==> src/design/bsc_pkg.sv <==
// Shared types, constants and helper functions for the barometric compensation core.
`timescale 1ns / 1ps

package bsc_pkg;

	// Configuration register indexes
	localparam int CFG_IDX_W = 3;
	localparam logic [CFG_IDX_W-1:0] CFG_TEMP_CAL    = 3'd0;
	localparam logic [CFG_IDX_W-1:0] CFG_PRESS_CAL_A = 3'd1;
	localparam logic [CFG_IDX_W-1:0] CFG_PRESS_CAL_B = 3'd2;
	localparam logic [CFG_IDX_W-1:0] CFG_MIXED_CAL   = 3'd3;
	localparam logic [CFG_IDX_W-1:0] CFG_HUM_CAL     = 3'd4;
	localparam logic [CFG_IDX_W-1:0] CFG_HUM_ENABLE  = 3'd5;

	// Stage counts of the datapath parts
	localparam int FINE_LAT  = 4;                       // raw temperature to fine temperature
	localparam int TEMP_LAT  = 5;                       // raw temperature to centi-degrees
	localparam int DIV_LAT   = 64;                      // one quotient bit per stage
	localparam int PRESS_LAT = 18 + DIV_LAT;            // fine temperature to pressure
	localparam int HUM_LAT   = 10;                      // fine temperature to humidity
	localparam int TOTAL_LAT = FINE_LAT + PRESS_LAT;    // word in to word out
	localparam int TEMP_DLY  = TOTAL_LAT - TEMP_LAT;
	localparam int HUM_DLY   = TOTAL_LAT - FINE_LAT - HUM_LAT;
	localparam int RAW_DLY   = FINE_LAT;

	// Output limits
	localparam logic [31:0] TEMP_MIN   = 32'hFFFF_0000;   // -65536
	localparam logic [31:0] TEMP_MAX   = 32'd65535;
	localparam logic [31:0] HUM_CLAMP  = 32'd419430400;
	localparam logic [16:0] HUM_MAX    = 17'd102400;

	typedef struct packed {
		logic [47:0] temp_cal;
		logic [63:0] press_cal_a;
		logic [63:0] press_cal_b;
		logic [47:0] mixed_cal;
		logic [39:0] hum_cal;
		logic        humidity_enable;
	} cal_t;

	function automatic logic [31:0] asr32(input logic [31:0] x, input int unsigned k);
		return 32'($signed(x) >>> k);
	endfunction

	function automatic logic [63:0] asr64(input logic [63:0] x, input int unsigned k);
		return 64'($signed(x) >>> k);
	endfunction

	function automatic logic [31:0] sx16_32(input logic [15:0] x);
		return {{16{x[15]}}, x};
	endfunction

	function automatic logic [31:0] sx8_32(input logic [7:0] x);
		return {{24{x[7]}}, x};
	endfunction

	function automatic logic [63:0] sx16_64(input logic [15:0] x);
		return {{48{x[15]}}, x};
	endfunction

	function automatic logic [63:0] sx32_64(input logic [31:0] x);
		return {{32{x[31]}}, x};
	endfunction

endpackage

==> src/design/bsc_temp.sv <==
// Temperature path: fine temperature and saturated centi-degree output.
`timescale 1ns / 1ps

module bsc_temp (
	input  logic               clk,
	input  logic               en,
	input  logic [19:0]        raw,
	input  bsc_pkg::cal_t      cal,
	output logic [31:0]        fine,
	output logic [16:0]        temp
);
	import bsc_pkg::*;

	logic [31:0] t1, t2, t3;
	logic [31:0] a_s1, d_s1, m1_s2, dd_s2, v1_s3, m2_s3;
	logic [31:0] tx;
	logic [31:0] tc;

	assign t1 = {16'd0, cal.temp_cal[15:0]};
	assign t2 = sx16_32(cal.temp_cal[31:16]);
	assign t3 = sx16_32(cal.temp_cal[47:32]);

	// fine * 5 + 128, then >> 8 and saturate
	assign tx = asr32((fine << 2) + fine + 32'd128, 8);
	always_comb begin
		tc = tx;
		if ($signed(tx) < $signed(TEMP_MIN)) tc = TEMP_MIN;
		if ($signed(tx) > $signed(TEMP_MAX)) tc = TEMP_MAX;
	end

	always_ff @(posedge clk) begin
		if (en) begin
			a_s1  <= {15'd0, raw[19:3]} - {15'd0, t1[15:0], 1'b0};
			d_s1  <= {16'd0, raw[19:4]} - t1;
			m1_s2 <= a_s1 * t2;
			dd_s2 <= d_s1 * d_s1;
			v1_s3 <= asr32(m1_s2, 11);
			m2_s3 <= asr32(dd_s2, 12) * t3;
			fine  <= v1_s3 + asr32(m2_s3, 14);
			temp  <= tc[16:0];
		end
	end
endmodule

==> config.mk <==
export PLATFORM = sky130hd
export DESIGN_NAME = bsc_temp
export DESIGN_NICKNAME = d
export VERILOG_FILES = /design/src/design/bsc_pkg.sv /design/src/design/bsc_temp.sv
export SDC_FILE = /design/constraint.sdc
export NUM_CORES = 2
export LEC_CHECK = 0
export BUFFER_PORTS_ARGS = -buffer_cell sky130_fd_sc_hd__buf_2
export CAP_MARGIN = 5
export CORE_ASPECT_RATIO = 0.7
export CORE_MARGIN = 1.5
export CORE_UTILIZATION = 57
export CTS_BUF_LIST = sky130_fd_sc_hd__clkbuf_16
export CTS_CLUSTER_SIZE = 12
export DETAILED_ROUTE_END_ITERATION = 10
export GPL_ROUTABILITY_DRIVEN = 0
export PLACE_DENSITY = 0.82
export SYNTH_ARGS = -nofsm -noshare
export SYNTH_HDL_FRONTEND = slang
export SYNTH_SLANG_ARGS = --single-unit
==> constraint.sdc <==
create_clock -name clk -period 6.8 [get_ports clk]
set_input_delay 1.02 -clock clk [delete_from_list [all_inputs] [get_ports clk]]
set_output_delay 1.02 -clock clk [all_outputs]
set_load 0.01 [all_outputs]
==> results.py <==
metrics = {
    "outcome": {
        "status": "complete, but fails checks",
        "violations": "setup timing",
    },
    "logic_synthesis": {
        "seq_area_frac_synth": 0.108,
        "syn_inst": 3909,
        "ys_types": 63,
        "syn-cell-area_mm2": 0.0382,
        "synth_fa_ha_area_frac": 0.575,
        "synth_top_family_by_area": "adder cells",
        "synth-simple-area-share": 0.119,
        "synthMuxAreaShare": 0.00105,
        "syn_avg_cell_area_um2": 9.78,
        "synth_xor_xnor_area_share": 0.0369,
        "synth_nets": 5429,
        "ys.warnings.count": 0,
        "synth-main-ff-cell": "edfxtp_1",
        "synth-compound-area-share": 0.0440,
        "async_flop_share": 0,
        "ys_ff_latch": 137,
        "synth-edff-count": 137,
    },
    "grt": {
        "grt_pass1_vias": 30100,
        "grt_usage": 0.281,
        "grt_max_degree": 71,
        "overflow": 0,
        "grt_pass1_wl_um": 151000,
        "antenna_found_initial": 3,
    },
    "timing": {
        "clock_skew_ns": 0.0137,
        "min_period_ns": 7.02,
        "tns_ns": -1.44,
        "setup_ws_ns": -0.216,
        "final_max_slew_viol_count": 0,
        "worst_pin_slew_ns": 1.00,
        "final_hold_viol_count": 0,
        "fin_crit_sh": 1.03,
        "setup_viol": 9,
        "fmax_mhz": 143,
        "relSlewSlack": 0.323,
        "rsz0062_at_grt": "true",
    },
    "clock_network": {
        "clkLatencyLatePin_ns": 0.45,
        "cts.sinks": 137,
        "clk_pin_slew_ns": 0.06,
        "ctsHtreeMaxLevel": 4,
        "cts_buffer_depth": 2,
        "cts_buffers": 17,
        "cts_tree": "done",
        "postCtsHoldBufs": 0,
        "root_buffer": "clkbuf_16",
    },
    "placement": {
        "io_buffers": 115,
        "dp_hpwl_um": 77100,
    },
    "setup_path": {
        "path_class": "flop to flop",
        "arrival_ns": 7.21,
        "cp-start-kind": "flop",
        "worst_setup_path_end_kind": "flop",
        "r2r_cells": 25,
        "path_max_fanout": 5,
        "worstPathRequired_ns": 6.99,
    },
    "worst_hold_path": {
        "hold_path_depth": 0,
        "hp-class": "flop to flop",
    },
    "detailed_routing": {
        "antenna_left": 0,
        "dr.pass1.iters": 5,
        "viasPerCell": 5.39,
        "dr.first_iter.drc_count": 2464,
        "routed_wl_um": 93800,
        "num_vias": 27700,
        "avgRoutedWirePerCell_um": 18.3,
        "drc": 0,
    },
    "die": {
        "row_count": 79,
        "fp.dieW_um": 312,
        "dieArea_mm2": 0.0686,
        "io_pins": 336,
        "start_util": 0.575,
        "design.core.area_mm2": 0.0664,
        "die_h_um": 220,
    },
    "finish": {
        "drive_gt1_frac": 0.135,
        "syn_to_final_growth_pct": 12.9,
        "final_core_util": 0.649,
        "nets": 5751,
    },
    "job": {
        "drv_cap": 0,
    },
}
## timing repair
item,CTS,global route
setup endpoints to repair,10,25
pin swaps,36,37
endpoints found under the hold margin,0,0
gates resized for setup,43,63
cloned,1,0
buffers inserted,19,18
## final cells by class
class,instances,area (um2)
timing repair buffer,443,3350
multi-input combinational,2593,30000
tap,891,1110
clock inverter,15,186
fill,4860,23300
sequential,137,4110
inverter,1039,3900
clock buffer,17,425
antenna,2,5.00
## worst paths after layout
kind / startpoint / to / slack (ns)
hold reg to reg: m1_s2[21] / v1_s3[10] / 0.42
hold / removal: m1_s2[21] / v1_s3[10] / 0.42
setup reg to reg: a_s1[14] / dd_s2[30] / -0.22
setup / recovery: a_s1[14] / dd_s2[30] / -0.22
## routing by layer
| layer | GRT usage | share of wire | vias to the layer above |
|---|---|---|---|
| li1 | - | - | 12200 |
| met1 | 0.396 | 0.41 | 14000 |
| met2 | 0.452 | 0.47 | 1309 |
| met3 | 0.0552 | 0.10 | 184 |
| met4 | 0.0665 | 0.023 | 2 |
| met5 | 0 | 0.00011 | - |
## cell usage after synthesis, types with 39 or more instances
cell type | n | area [um2]
a21oi_1 | 63 | 315
and2_1 | 293 | 1830
clkbuf_1 | 127 | 477
edfxtp_1 | 137 | 4110
fa_1 | 870 | 17400
ha_1 | 363 | 4540
inv_1 | 1038 | 3900
nand2_1 | 442 | 1660
nor2_1 | 84 | 315
o21ai_0 | 52 | 260
xnor2_1 | 122 | 1070
xor2_1 | 39 | 342
## kinds of logic after synthesis
logic type / count (synthesis)
compound gates: 253
fa+ha+maj: 1233
mux: 4
flops: 137
simple gates: 942
buf+inv: 1179
xor+xnor: 161
## cells in the final DEF, fill, tap and decap left out, drive strengths merged, types with 19 or more instances in the layout
cell type,count
a21o,26
nor2,84
and2,293
o21ai,53
fa,870
nor3,29
a21oi,65
ha,363
edfxtp,137
nand2,442
buf,443
nor2b,19
xnor2,122
nand2b,23
xor2,39
inv,1046
## metrics by stage
step | instance area (um2) | hold slack, ns | cells | setup slack, ns
floorplan | 38400 | 0.400 | 3909 | 0.00390
global placement | 41800 | 0.404 | 5066 | -0.164
detailed placement | 41800 | 0.405 | 5066 | -0.350
CTS | 42700 | 0.419 | 5118 | -0.0619
global route | 43100 | 0.429 | 5136 | -0.368
finish | 43100 | 0.418 | 5137 | -0.216
## worst max-delay path: stages, from the launching register on
cell and delay (ns):
edfxtp_1 0.53, nand2_1 0.17, xor2_1 0.20, ha_1 0.20
a21o_1 0.18, fa_1 0.56, inv_2 0.04, fa_1 0.47
fa_1 0.56, inv_1 0.06, fa_1 0.49, inv_2 0.04
fa_1 0.48, inv_1 0.06, fa_1 0.44, fa_1 0.54
ha_4 0.21, o21a_1 0.17, o21a_1 0.16, o21ai_1 0.13
nand2b_1 0.13, a41o_4 0.32, a41o_1 0.20, o21ai_1 0.18
a21oi_1 0.10, xor2_1 0.14
## sequential cells by signal, indices dropped and copies added (netlist names)
signal  flops
a_s1       18
m1_s2      21
v1_s3      21
fine       22
dd_s2      20
m2_s3      18
temp       17
Power is left out: the tool's default activity adds up to more than one toggle a clock period on the data nets, which glitch-free logic cannot reach.
